### src/rtl/core/look_disk_scheduler_macros.svh
// Assertion helpers for the scheduler RTL.
`ifndef LOOK_DISK_SCHEDULER_MACROS_SVH
`define LOOK_DISK_SCHEDULER_MACROS_SVH

// Same-cycle implication, checked on every rising edge outside reset.
`define LDS_ASSERT_IMPL(label, ante, cons, msg) \
  label: assert property (@(posedge clk) disable iff (!rst_n) (ante) |-> (cons)) \
    else $error(msg);

// Next-cycle implication, checked on every rising edge outside reset.
`define LDS_ASSERT_NEXT(label, ante, cons, msg) \
  label: assert property (@(posedge clk) disable iff (!rst_n) (ante) |=> (cons)) \
    else $error(msg);

`endif

### src/rtl/core/lds_pkg.sv
package lds_pkg;

  localparam int TRACK_W = 16;
  localparam int SEEK_W  = 17;
  localparam int CFG_IDX_W  = 1;
  localparam int CFG_DATA_W = 16;

  localparam logic [CFG_IDX_W-1:0] REG_START_HEAD = 1'd0;
  localparam logic [CFG_IDX_W-1:0] REG_SWEEP_UP   = 1'd1;

  // Command broadcast to every cell of the chain in the same cycle.
  typedef struct packed {
    logic               ins;
    logic               main_shl;
    logic               aux_push;
    logic               aux_pop;
    logic [TRACK_W-1:0] track;
  } cell_cmd_t;

endpackage

### src/rtl/core/look_disk_scheduler.sv
// Channel   | Direction | Handshake            | Payload
// ----------+-----------+----------------------+--------------------------------------------
// in_       | input     | in_valid / in_stall  | request_track, is_last
// out_      | output    | out_valid / out_stall| served_track, seek_so_far, end_of_schedule,
//           |           |                      | overflowed
// cfg_      | input     | cfg_wr_en            | cfg_index, cfg_data
//
// Each accepted request is inserted into the sorted cell row while the row has
// room. After the last request, the block moves each track on the low side of
// the head (tracks below the head, or at or below it when sweeping down) into
// the reverse row, then finds the end of that side and emits one result per
// cycle while the output is not stalled. The input stalls until the final
// result is emitted; the next batch may start right after that.
// Reset (rst_n low, synchronous) empties both rows and clears the configuration and sequencer registers.
// A stalled output holds its result; the sweep simply waits for it.
`include "look_disk_scheduler_macros.svh"

module look_disk_scheduler #(
  parameter int MAX_REQUESTS = 32
) (
  input  logic                           clk,
  input  logic                           rst_n,
  input  logic                           in_valid,
  output logic                           in_stall,
  input  logic [lds_pkg::TRACK_W-1:0]    in_request_track,
  input  logic                           in_is_last,
  output logic                           out_valid,
  input  logic                           out_stall,
  output logic [lds_pkg::TRACK_W-1:0]    out_served_track,
  output logic [lds_pkg::SEEK_W-1:0]     out_seek_so_far,
  output logic                           out_end_of_schedule,
  output logic                           out_overflowed,
  input  logic                           cfg_wr_en,
  input  logic [lds_pkg::CFG_IDX_W-1:0]  cfg_index,
  input  logic [lds_pkg::CFG_DATA_W-1:0] cfg_data
);
  import lds_pkg::*;

  localparam int CNT_W = $clog2(MAX_REQUESTS + 1);

  // Sequencer states: loading requests, splitting off the low side, sweeping.
  localparam logic [1:0] ST_LOAD  = 2'd0;
  localparam logic [1:0] ST_SPLIT = 2'd1;
  localparam logic [1:0] ST_EMIT  = 2'd2;

  logic [1:0]         state_r, state_nxt;
  logic [CNT_W-1:0]   main_cnt_r, main_cnt_nxt;
  logic [CNT_W-1:0]   aux_cnt_r, aux_cnt_nxt;
  logic [TRACK_W-1:0] start_head_r, start_head_nxt;
  logic               sweep_up_r, sweep_up_nxt;
  logic [TRACK_W-1:0] head_r, head_nxt;
  logic               dir_up_r, dir_up_nxt;
  logic [TRACK_W-1:0] cur_head_r, cur_head_nxt;
  logic [SEEK_W-1:0]  seek_r, seek_nxt;
  logic               ovf_r, ovf_nxt;

  logic               out_valid_r, out_valid_nxt;
  logic [TRACK_W-1:0] out_track_r, out_track_nxt;
  logic [SEEK_W-1:0]  out_seek_r, out_seek_nxt;
  logic               out_end_r, out_end_nxt;
  logic               out_ovf_r, out_ovf_nxt;

  logic [TRACK_W-1:0] main_q [MAX_REQUESTS];
  logic [TRACK_W-1:0] aux_q  [MAX_REQUESTS];
  logic               gt_q   [MAX_REQUESTS];

  cell_cmd_t          cmd;
  logic               in_acc;
  logic               full;
  logic               low0;
  logic               split_xfer;
  logic               emit;
  logic               src_aux;
  logic [TRACK_W-1:0] emit_trk;
  logic [TRACK_W-1:0] step_dist;
  logic [SEEK_W-1:0]  seek_sum;
  logic               last_one;
  logic               rows_busy;
  logic               aux_front_low;

  // Input transactions are taken only while the batch is loading.
  assign in_stall = (state_r != ST_LOAD);
  assign in_acc   = in_valid && !in_stall;
  assign full     = (main_cnt_r == CNT_W'(MAX_REQUESTS));

  // The lowest sorted track belongs to the low side if it lies below the
  // head (sweeping up) or at or below it (sweeping down).
  assign low0 = dir_up_r ? (main_q[0] < head_r) : (main_q[0] <= head_r);
  assign split_xfer = (state_r == ST_SPLIT) && (main_cnt_r != '0) && low0;

  // The reverse row holds the low side in descending order. Sweeping down
  // serves it first; sweeping up serves the ascending high side first.
  assign src_aux  = dir_up_r ? (main_cnt_r == '0) : (aux_cnt_r != '0);
  assign emit_trk = src_aux ? aux_q[0] : main_q[0];
  assign emit     = (state_r == ST_EMIT) && (!out_valid_r || !out_stall);
  assign last_one = ({1'b0, main_cnt_r} + {1'b0, aux_cnt_r}) == (CNT_W + 1)'(1);

  assign step_dist = (emit_trk > cur_head_r) ? (emit_trk - cur_head_r)
                                             : (cur_head_r - emit_trk);
  assign seek_sum  = seek_r + {1'b0, step_dist};

  assign rows_busy     = (main_cnt_r != '0) || (aux_cnt_r != '0);
  assign aux_front_low = (aux_cnt_r == '0) ||
                         (dir_up_r ? (aux_q[0] < head_r) : (aux_q[0] <= head_r));

  always_comb begin
    cmd.ins      = in_acc && !full;
    cmd.main_shl = split_xfer || (emit && !src_aux);
    cmd.aux_push = split_xfer;
    cmd.aux_pop  = emit && src_aux;
    cmd.track    = in_request_track;
  end

  // The cell row: each cell compares with the incoming track and takes its
  // left neighbor's value when the new track lands below it.
  for (genvar gi = 0; gi < MAX_REQUESTS; gi++) begin : g_cell
    logic [TRACK_W-1:0] lm, rm, la, ra;
    logic               lg;

    if (gi == 0) begin : g_first
      assign lm = '0;
      assign lg = 1'b0;
      assign la = main_q[0];
    end else begin : g_mid
      assign lm = main_q[gi-1];
      assign lg = gt_q[gi-1];
      assign la = aux_q[gi-1];
    end

    if (gi == MAX_REQUESTS - 1) begin : g_last
      assign rm = '0;
      assign ra = '0;
    end else begin : g_inner
      assign rm = main_q[gi+1];
      assign ra = aux_q[gi+1];
    end

    lds_cell #(
      .IDX   (gi),
      .CNT_W (CNT_W)
    ) u_cell (
      .clk        (clk),
      .cmd        (cmd),
      .main_cnt   (main_cnt_r),
      .left_main  (lm),
      .left_gt    (lg),
      .right_main (rm),
      .left_aux   (la),
      .right_aux  (ra),
      .main_q     (main_q[gi]),
      .aux_q      (aux_q[gi]),
      .gt         (gt_q[gi])
    );
  end

  // Configuration writes.
  always_comb begin
    start_head_nxt = start_head_r;
    sweep_up_nxt   = sweep_up_r;
    if (cfg_wr_en) begin
      case (cfg_index)
        REG_START_HEAD: start_head_nxt = cfg_data[TRACK_W-1:0];
        REG_SWEEP_UP:   sweep_up_nxt   = cfg_data[0];
        default: ;
      endcase
    end
  end

  // Sequencer and row bookkeeping.
  always_comb begin
    state_nxt    = state_r;
    main_cnt_nxt = main_cnt_r;
    aux_cnt_nxt  = aux_cnt_r;
    head_nxt     = head_r;
    dir_up_nxt   = dir_up_r;
    cur_head_nxt = cur_head_r;
    seek_nxt     = seek_r;
    ovf_nxt      = ovf_r;

    if (cmd.ins) begin
      main_cnt_nxt = main_cnt_r + CNT_W'(1);
    end else if (cmd.main_shl) begin
      main_cnt_nxt = main_cnt_r - CNT_W'(1);
    end
    if (cmd.aux_push) begin
      aux_cnt_nxt = aux_cnt_r + CNT_W'(1);
    end else if (cmd.aux_pop) begin
      aux_cnt_nxt = aux_cnt_r - CNT_W'(1);
    end

    case (state_r)
      ST_LOAD: begin
        if (in_acc) begin
          if (full) begin
            ovf_nxt = 1'b1;
          end
          if (in_is_last) begin
            // The registers are sampled as the final request arrives.
            head_nxt     = start_head_r;
            dir_up_nxt   = sweep_up_r;
            cur_head_nxt = start_head_r;
            seek_nxt     = '0;
            state_nxt    = ST_SPLIT;
          end
        end
      end
      ST_SPLIT: begin
        if (!split_xfer) begin
          state_nxt = ST_EMIT;
        end
      end
      ST_EMIT: begin
        if (emit) begin
          cur_head_nxt = emit_trk;
          seek_nxt     = seek_sum;
          if (last_one) begin
            seek_nxt  = '0;
            ovf_nxt   = 1'b0;
            state_nxt = ST_LOAD;
          end
        end
      end
      default: state_nxt = ST_LOAD;
    endcase
  end

  // Output register: it is loaded on each served track and holds under stall.
  always_comb begin
    out_valid_nxt = out_valid_r;
    out_track_nxt = out_track_r;
    out_seek_nxt  = out_seek_r;
    out_end_nxt   = out_end_r;
    out_ovf_nxt   = out_ovf_r;
    if (out_valid_r && !out_stall) begin
      out_valid_nxt = 1'b0;
    end
    if (emit) begin
      out_valid_nxt = 1'b1;
      out_track_nxt = emit_trk;
      out_seek_nxt  = seek_sum;
      out_end_nxt   = last_one;
      out_ovf_nxt   = ovf_r;
    end
  end

  always_ff @(posedge clk) begin
    if (!rst_n) begin
      state_r      <= ST_LOAD;
      main_cnt_r   <= '0;
      aux_cnt_r    <= '0;
      start_head_r <= '0;
      sweep_up_r   <= 1'b0;
      head_r       <= '0;
      dir_up_r     <= 1'b0;
      cur_head_r   <= '0;
      seek_r       <= '0;
      ovf_r        <= 1'b0;
      out_valid_r  <= 1'b0;
    end else begin
      state_r      <= state_nxt;
      main_cnt_r   <= main_cnt_nxt;
      aux_cnt_r    <= aux_cnt_nxt;
      start_head_r <= start_head_nxt;
      sweep_up_r   <= sweep_up_nxt;
      head_r       <= head_nxt;
      dir_up_r     <= dir_up_nxt;
      cur_head_r   <= cur_head_nxt;
      seek_r       <= seek_nxt;
      ovf_r        <= ovf_nxt;
      out_valid_r  <= out_valid_nxt;
    end
  end

  always_ff @(posedge clk) begin
    out_track_r <= out_track_nxt;
    out_seek_r  <= out_seek_nxt;
    out_end_r   <= out_end_nxt;
    out_ovf_r   <= out_ovf_nxt;
  end

  assign out_valid           = out_valid_r;
  assign out_served_track    = out_track_r;
  assign out_seek_so_far     = out_seek_r;
  assign out_end_of_schedule = out_end_r;
  assign out_overflowed      = out_ovf_r;

  // The sweep never runs with both rows empty.
  `LDS_ASSERT_IMPL(a_emit_nonempty, state_r == ST_EMIT, rows_busy, "sweep with empty rows")
  // The reverse row is drained by the end of every schedule.
  `LDS_ASSERT_IMPL(a_aux_empty_load, state_r == ST_LOAD, aux_cnt_r == '0, "row not drained")
  // The front of the reverse row is always a low-side track while splitting.
  `LDS_ASSERT_IMPL(a_aux_low, state_r == ST_SPLIT, aux_front_low, "high track in reverse row")
  // Serving the final track returns the block to loading with empty rows.
  `LDS_ASSERT_NEXT(a_end_to_load, emit && last_one, state_r == ST_LOAD && !rows_busy, "not closed")

endmodule

### src/rtl/core/lds_cell.sv
module lds_cell #(
  parameter int IDX   = 0,
  parameter int CNT_W = 6
) (
  input  logic                        clk,
  input  lds_pkg::cell_cmd_t          cmd,
  input  logic [CNT_W-1:0]            main_cnt,
  input  logic [lds_pkg::TRACK_W-1:0] left_main,
  input  logic                        left_gt,
  input  logic [lds_pkg::TRACK_W-1:0] right_main,
  input  logic [lds_pkg::TRACK_W-1:0] left_aux,
  input  logic [lds_pkg::TRACK_W-1:0] right_aux,
  output logic [lds_pkg::TRACK_W-1:0] main_q,
  output logic [lds_pkg::TRACK_W-1:0] aux_q,
  output logic                        gt
);
  import lds_pkg::*;

  logic [TRACK_W-1:0] main_r, main_nxt;
  logic [TRACK_W-1:0] aux_r, aux_nxt;
  logic               occ;

  // A cell is occupied when it lies below the fill count of the sorted row.
  assign occ = CNT_W'(IDX) < main_cnt;
  assign gt  = occ && (main_r > cmd.track);

  always_comb begin
    main_nxt = main_r;
    if (cmd.ins) begin
      if (occ && !gt) begin
        main_nxt = main_r;
      end else if (left_gt) begin
        main_nxt = left_main;
      end else begin
        main_nxt = cmd.track;
      end
    end else if (cmd.main_shl) begin
      main_nxt = right_main;
    end
  end

  always_comb begin
    aux_nxt = aux_r;
    if (cmd.aux_push) begin
      aux_nxt = left_aux;
    end else if (cmd.aux_pop) begin
      aux_nxt = right_aux;
    end
  end

  always_ff @(posedge clk) begin
    main_r <= main_nxt;
    aux_r  <= aux_nxt;
  end

  assign main_q = main_r;
  assign aux_q  = aux_r;

endmodule

### config.mk
export PLATFORM = sky130hd
export DESIGN_NAME = look_disk_scheduler
export DESIGN_NICKNAME = d
export VERILOG_FILES = /design/src/rtl/core/lds_pkg.sv /design/src/rtl/core/look_disk_scheduler.sv /design/src/rtl/core/lds_cell.sv
export VERILOG_INCLUDE_DIRS = /design/src /design/src/rtl/core
export SDC_FILE = /design/constraint.sdc
export NUM_CORES = 2
export LEC_CHECK = 0
export CAP_MARGIN = 20
export CORE_MARGIN = 2
export CORE_UTILIZATION = 59
export CTS_CLUSTER_SIZE = 20
export DETAILED_ROUTE_END_ITERATION = 8
export DONT_BUFFER_PORTS = 1
export HOLD_SLACK_MARGIN = 0.03
export PLACE_DENSITY = 0.78
export SLEW_MARGIN = 20
export SYNTH_ARGS = -nofsm -noshare
export SYNTH_HDL_FRONTEND = slang
export SYNTH_HIERARCHICAL = 1
export SYNTH_SLANG_ARGS = --single-unit
export TNS_END_PERCENT = 5
### constraint.sdc
create_clock -name clk -period 5.45 [get_ports clk]
set_input_delay 1.09 -clock clk [delete_from_list [all_inputs] [get_ports clk]]
set_output_delay 1.09 -clock clk [all_outputs]
set_load 0.03 [all_outputs]
# After elaboration in Yosys (flattened, before gate mapping)
# Cells that the tools add are included.
[totals]
register_bits = 1142
latchBits = 0
ram_bits = 0
romBits = 0
in_bits = 39
out_inout_bits = 37
word_cells = 576
n_memories = 0
[op_classes]
addsub = 8
n_mul = 0
div = 0
order_cmp = 67
eq_ne = 42
shifts = 0
n_mux = 221
n_bitwise = 1
n_reduce_logical = 158
[ops]
columns = ["cell", "count"]
rows = [
  ["2-to-1 mux 16 bit", 196],
  ["greater-than comparator 16 bit", 33],
  ["less-than comparator 5 x 6 -> 1 bit, first input constant", 16],
  ["!= test 2 bit, second input constant", 38],
  ["logical AND 1 bit", 72],
  ["2-to-1 mux 17 bit", 4],
  ["AND reduction 2 bit", 34],
  ["less-than comparator 4 x 6 -> 1 bit, first input constant", 8],
  ["logical NOT 1 bit", 37],
  ["one-hot mux 17 bit (2 select lines)", 1],
  ["one-hot mux 16 bit (2 select lines)", 1],
  ["subtractor 16 bit", 2],
  ["less-than comparator 3 x 6 -> 1 bit, first input constant", 4],
  ["2-to-1 mux 6 bit", 4],
  ["adder 17 x 16 -> 17 bit", 1],
  ["<= comparator 16 bit", 1],
  ["less-than comparator 16 bit", 1],
  ["adder 6 x 1 -> 6 bit, second input constant", 2],
  ["less-than comparator 1 x 6 -> 1 bit, first input constant", 2],
  ["less-than comparator 2 x 6 -> 1 bit, first input constant", 2],
  ["nonzero test 6 bit", 2],
  ["subtractor 6 x 1 -> 6 bit, second input constant", 2],
  ["2-to-1 mux 2 bit", 5],
  ["AND reduction 5 bit", 2],
  ["other kinds (15)", 27],
]

# Logic depth before layout (Yosys ltp)
[depth]
ltp_word = 9
mapped_depth = 26
ltp_nobuf = 22

# Modules after synthesis
# Netlist, hierarchy kept.
[modules_own_cells]
columns = ["module", "n_inst", "cells_each", "area_per_inst_um2"]
rows = [
  ["lds_cell (g_cell[0].u_cell ...)", 5, 171, 1939.4],
  ["look_disk_scheduler", 1, 904, 7832.5],
  ["lds_cell (g_cell[11].u_cell ...)", 4, 171, 1950.6],
  ["lds_cell (g_cell[16].u_cell ...)", 4, 170, 1940.6],
  ["lds_cell (g_cell[10].u_cell ...)", 3, 171, 1941.9],
  ["lds_cell (g_cell[12].u_cell ...)", 3, 171, 1940.6],
  ["lds_cell (g_cell[1].u_cell ...)", 3, 171, 1938.1],
  ["lds_cell (g_cell[17].u_cell ...)", 2, 170, 1939.4],
  ["lds_cell (g_cell[3].u_cell)", 1, 171, 1953.1],
  ["lds_cell (g_cell[15].u_cell)", 1, 170, 1944.4],
  ["lds_cell (g_cell[18].u_cell)", 1, 170, 1941.9],
  ["lds_cell (g_cell[23].u_cell)", 1, 167, 1938.1],
  ["lds_cell (g_cell[19].u_cell)", 1, 170, 1936.9],
  ["lds_cell (g_cell[5].u_cell)", 1, 169, 1936.9],
  ["2 more rows", "-", "-", "-"],
]

# Worst setup path after synthesis
# No wires, ideal clock.
[synth_timing]
path_kind = "register to register"
start = "register main_cnt_r[1]"
end = "register out_seek_r[16], in the netlist out_seek_so_far[16] (data pin)"
setup_time_ns = 0.259
arrival_time_ns = 5.445
required_ns = 5.191
slack_ns = -0.254
stages_incl_launch_ff = 25
period_less_slack_ns = 5.704
path_cell_list = "dfxtp_1 -> or4_4 -> o31ai_2 -> o41ai_2 -> buf_6 -> buf_2 -> mux2i_1 -> inv_1 -> ha_1 -> clkbuf_1 -> a21oi_1 -> a2111oi_4 -> a21boi_1 -> nor2_1 -> buf_4 -> mux2i_1 -> xnor2_1 -> ha_1 -> clkbuf_1 -> a21oi_1 -> o21ai_0 -> a31oi_1 -> nand3_1 -> o22a_1 -> xor2_1"
[synth_between]
elab_chain_len = 6
[synth_lines]
columns = ["item", "line_no", "rtl"]
rows = [
  ["start: declaration", "look_disk_scheduler.sv:47", "logic [CNT_W-1:0] main_cnt_r, main_cnt_nxt;"],
  ["start signal: assignment", "look_disk_scheduler.sv:261", "main_cnt_r <= main_cnt_nxt;"],
  ["logical NOT 6 bit (*)", "look_disk_scheduler.sv:93", "assign src_aux = dir_up_r ? (main_cnt_r == '0) : (aux_cnt_r != '0);"],
  ["2-to-1 mux 1 bit (*)", "look_disk_scheduler.sv:93", ""],
  ["2-to-1 mux 16 bit (*)", "look_disk_scheduler.sv:94", "assign emit_trk = src_aux ? aux_q[0] : main_q[0];"],
  ["net emit_trk[7]", "look_disk_scheduler.sv:74", "logic [TRACK_W-1:0] emit_trk;"],
  ["subtractor 16 bit (tied with other cells)", "look_disk_scheduler.sv:99", ": (cur_head_r - emit_trk);"],
  ["2-to-1 mux 16 bit (*)", "look_disk_scheduler.sv:98", "assign step_dist = (emit_trk > cur_head_r) ? (emit_trk - cur_head_r)"],
  ["adder 17 x 16 -> 17 bit (*)", "look_disk_scheduler.sv:100", "assign seek_sum = seek_r + {1'b0, step_dist};"],
  ["net seek_sum[16]", "look_disk_scheduler.sv:76", "logic [SEEK_W-1:0] seek_sum;"],
  ["end signal: assignment", "look_disk_scheduler.sv:276", "out_seek_r <= out_seek_nxt;"],
  ["end: declaration", "look_disk_scheduler.sv:59", "logic [SEEK_W-1:0] out_seek_r, out_seek_nxt;"],
]
# Mark *: on every way through the listed nets, which the timed path passes. The rest lies on a longest branch.
# A chain may end at the register's enable or synchronous reset.

# Final worst setup path
[layout_timing]
start = "register main_cnt_r[1]"
end = "register seek_r[13]"
[layout_between]
elab_chain_len = 9
[layout_lines]
columns = ["item", "line_no", "rtl"]
rows = [
  ["logical NOT 6 bit (*)", "look_disk_scheduler.sv:93", ""],
  ["2-to-1 mux 1 bit (*)", "look_disk_scheduler.sv:93", ""],
  ["2-to-1 mux 16 bit (*)", "look_disk_scheduler.sv:94", ""],
  ["net emit_trk[10]", "look_disk_scheduler.sv:74", ""],
  ["subtractor 16 bit (tied with other cells)", "look_disk_scheduler.sv:99", ""],
  ["2-to-1 mux 16 bit (*)", "look_disk_scheduler.sv:98", ""],
  ["adder 17 x 16 -> 17 bit (*)", "look_disk_scheduler.sv:100", ""],
  ["net seek_sum[13]", "look_disk_scheduler.sv:76", ""],
  ["2-to-1 mux 17 bit (*)", "look_disk_scheduler.sv:216", "if (last_one) begin"],
  ["2-to-1 mux 17 bit (*)", "look_disk_scheduler.sv:213", "if (emit) begin"],
  ["one-hot mux 17 bit (2 select lines) (*)", "look_disk_scheduler.sv:191", "case (state_r)"],
  ["end signal: assignment", "look_disk_scheduler.sv:268", "seek_r <= seek_nxt;"],
  ["end: declaration", "look_disk_scheduler.sv:54", "logic [SEEK_W-1:0] seek_r, seek_nxt;"],
]
# Mark *: on every way through the listed nets, which the timed path passes. The rest lies on a longest branch. The select of a mux whose other input is x is not followed.

==> run summary <==
Cell Chain, Critical Path - or4_4 -> o31ai_4 -> o41ai_4 -> buf_12 -> buf_4 -> mux2i_4 -> inv_2 -> ha_4 -> nand4_1 -> a2111oi_4 -> a21boi_4 -> nor2_4 -> buf_6 -> buf_4 -> mux2i_2 -> xnor2_1 -> ha_1 -> nand3_1 -> o22ai_1 -> a211o_1 -> a41o_1 -> a21oi_2 -> xnor2_1 -> a22o_1
PortBufs - 0
drt drc - 0
Fmax - 187 MHz
layout cell share with drive strength beyond 1 - 17.3%
Seq pwr share - 38.2%
WP buf/inv - 5
post-DR wirelength/cell - 20.5 µm
# fillers - 8695
worst hold path type - reg2reg
Power Internal - 25.7 mW
area of the multi-input gates - 0.0335 mm²
end of the critical path - seek_r[13]
DR iter-0 viols - 4796
Peak VDD IR - 0.344 mV
cell depth of the worst flop-to-flop path - 24
synth-to-layout area growth - 10.0%
die area - 0.121 mm²
Die Ht - 348 µm
Crit path depth - 24
CP top delay family - compound AO/OA/AOI/OAI gates
Slew HR - 26.8%
final worst-path cycle share - 98.3%
Clock Skew - 0.0899 ns
row count - 126
largest net degree at the start of global routing - 160
core area - 0.118 mm²
worst-margin pin slew - 1.07 ns
fin util - 65.4%
CP Launch Point - main_cnt_r[1]
Worst R2R Setup Slack - 0.09 ns
max incr delay on CP - 0.55 ns
Max Buffers Root-to-Sink - 3
Final Slew Violations - 0
Logic pwr share - 41.9%
I/O pins - 76
crit path DAT - 5.95 ns
total of max-cap violations - 0
Clk Latency, worst-skew pair - 0.78 ns
Worst Path Required - 6.04 ns
GPL Wtd Cong - 0.867
Placed Area - 0.0726 mm²
RR Startpoint - main_cnt_r[1]
master of the slowest instance on the critical path - or4_4
NetSw - 15.6 mW
final setup violation count - 0
H-tree Lvls - 3
Vias/cell - 6.09
Total GRT Usage - 26.8%
Worst Path Max Fanout - 8
via count - 49300
Reg clk slew, reported paths - 0.06 ns
Final HPWL DP - 114 mm
Startpoint Class - flip-flop
syn_area_per_cell - 11.0 µm²
Reg area - 0.0335 mm²
die width - 348 µm
sw frac - 37.8%
status - complete, no violations
vias in the first global route - 49000
post-layout min period - 5.36 ns
Design Area, Final - 0.0770 mm²
first-pass GRT wire length - 263 mm
Antenna Violating Nets Remaining - 0
Final Hold Violating Endpoints - 0
Post-Syn Area - 0.0699 mm²
Clock Power Share - 19.9%
grt ovf - 0
# hold bufs at CTS - 0
Syn Inst Count - 6351
YS warnings - 6
CTS sink count - 1142
initial core utilization - 59.4%
CTS tree - built
P_leak - 29.9 nW
PD cells - 537 mW/mm²
critical path capture point type - flip-flop
DRT Pass-1 Iters - 7
initial antenna violation count - 1
final wirelength - 166 mm
nets - 7094
root buf cell - clkbuf_16
capture point of the worst reg-to-reg path - seek_r[13]
crit path kind - reg2reg
RSZ-0062 raised after global routing - yes
clock buffer count from CTS - 119
how the worst min path moves through the flow:
stage,from,end,cells after the start
after floorplan,ovf_r,out_overflowed,0
after detailed placement,ovf_r,out_overflowed,0
final,ovf_r,out_overflowed,0
after global placement,ovf_r,out_overflowed,0
after global routing,ovf_r,out_overflowed,0
after CTS,ovf_r,out_overflowed,0
final cells by class:
type	count	area share, %
Clock inverter	77	1.11
Multi-Input combinational cell	4372	43.5
Clock buffer	146	4.01
Sequential cell	1142	43.5
Inverter	587	2.87
Timing Repair Buffer	238	2.49
Tap cell	1536	2.50
Antenna cell	1	0.00325
stage by stage:
| stage | setup TNS, ns | instances | setup slack [ns] | hold WS (ns) | total power [mW] |
|---|---|---|---|---|---|
| 6_report | 0 | 8099 | 0.0907 | 0.444 | 41.3 |
| 5_1_grt | -1.71 | 8099 | -0.165 | 0.443 | 43.8 |
| 4_1_cts | 0 | 8083 | 0.0163 | 0.440 | 40.7 |
| 3_5_place_dp | -2.00 | 7860 | -0.205 | 0.427 | 32.3 |
| 3_3_place_gp | -0.279 | 7860 | -0.0658 | 0.425 | 31.4 |
| 2_1_floorplan | 0 | 6399 | 0.00860 | 0.409 | 26.7 |
sequential cells by signal (all words and copies together) (netlist names):
register / flops
out_end_of_schedule: 1
aux_cnt_r: 6
seek_r: 17
main_cnt_r: 6
cur_head_r: 16
dir_up_r: 1
start_head_r: 16
g_cell.u_cell/aux_q: 512
out_valid: 1
ovf_r: 1
out_seek_so_far: 17
head_r: 16
out_overflowed: 1
out_served_track: 16
g_cell.u_cell/main_q: 512
state_r: 2
sweep_up_r: 1
timing repair:
action                     CTS  global route
resized for setup            5            66
pin swaps                    0            16
buffers inserted             0            15
setup endpoints to repair   19            21
routing by layer:
metal | GRT usage, % | share of wire [%] | vias up
li1 | - | - | 23400
met1 | 36.4 | 43 | 23900
met2 | 44.4 | 47 | 1666
met3 | 3.73 | 6.4 | 387
met4 | 8.79 | 3.3 | 0
met5 | 0 | 0 | -
power groups by stage:
stage          Clock [mW]  Combinational [mW]  Sequential, mW
3_3_place_gp            0                15.6            15.8
3_5_place_dp            0                16.4            15.9
4_1_cts              8.33                16.6            15.7
2_1_floorplan           0                11.8            14.9
6_report             8.21                17.3            15.8
5_1_grt              8.67                19.1            16.1
cell usage in the layout (no fill, tap or decap), types with 13 or more instances in the layout:
master and count:
dfxtp_1 78, mux2_2 513, nand2_1 308, nor2b_1 49, inv_1 582, conb_1 49, a21boi_0 37, mux2i_1 533
a21o_1 41, a21o_2 22, edfxtp_1 1059, nand2b_1 19, nand3_1 81, xnor2_1 20, a2bb2oi_1 26, nor4b_1 22
clkinv_1 29, or2_2 42, or3_1 25, a21boi_2 28, ha_1 582, bufinv_16 13, clkbuf_16 119, buf_4 227
nor4_1 60, a2111oi_0 21, o21ai_0 84, clkinv_2 21, xor2_1 16, and2_1 28, a21oi_1 734, clkbuf_1 26
o211ai_1 22, nand4_2 29, nand4_1 82, o22ai_1 29, nor2_1 634, nor3_1 38
No activity file was read; power rests on OpenSTA's default activity.
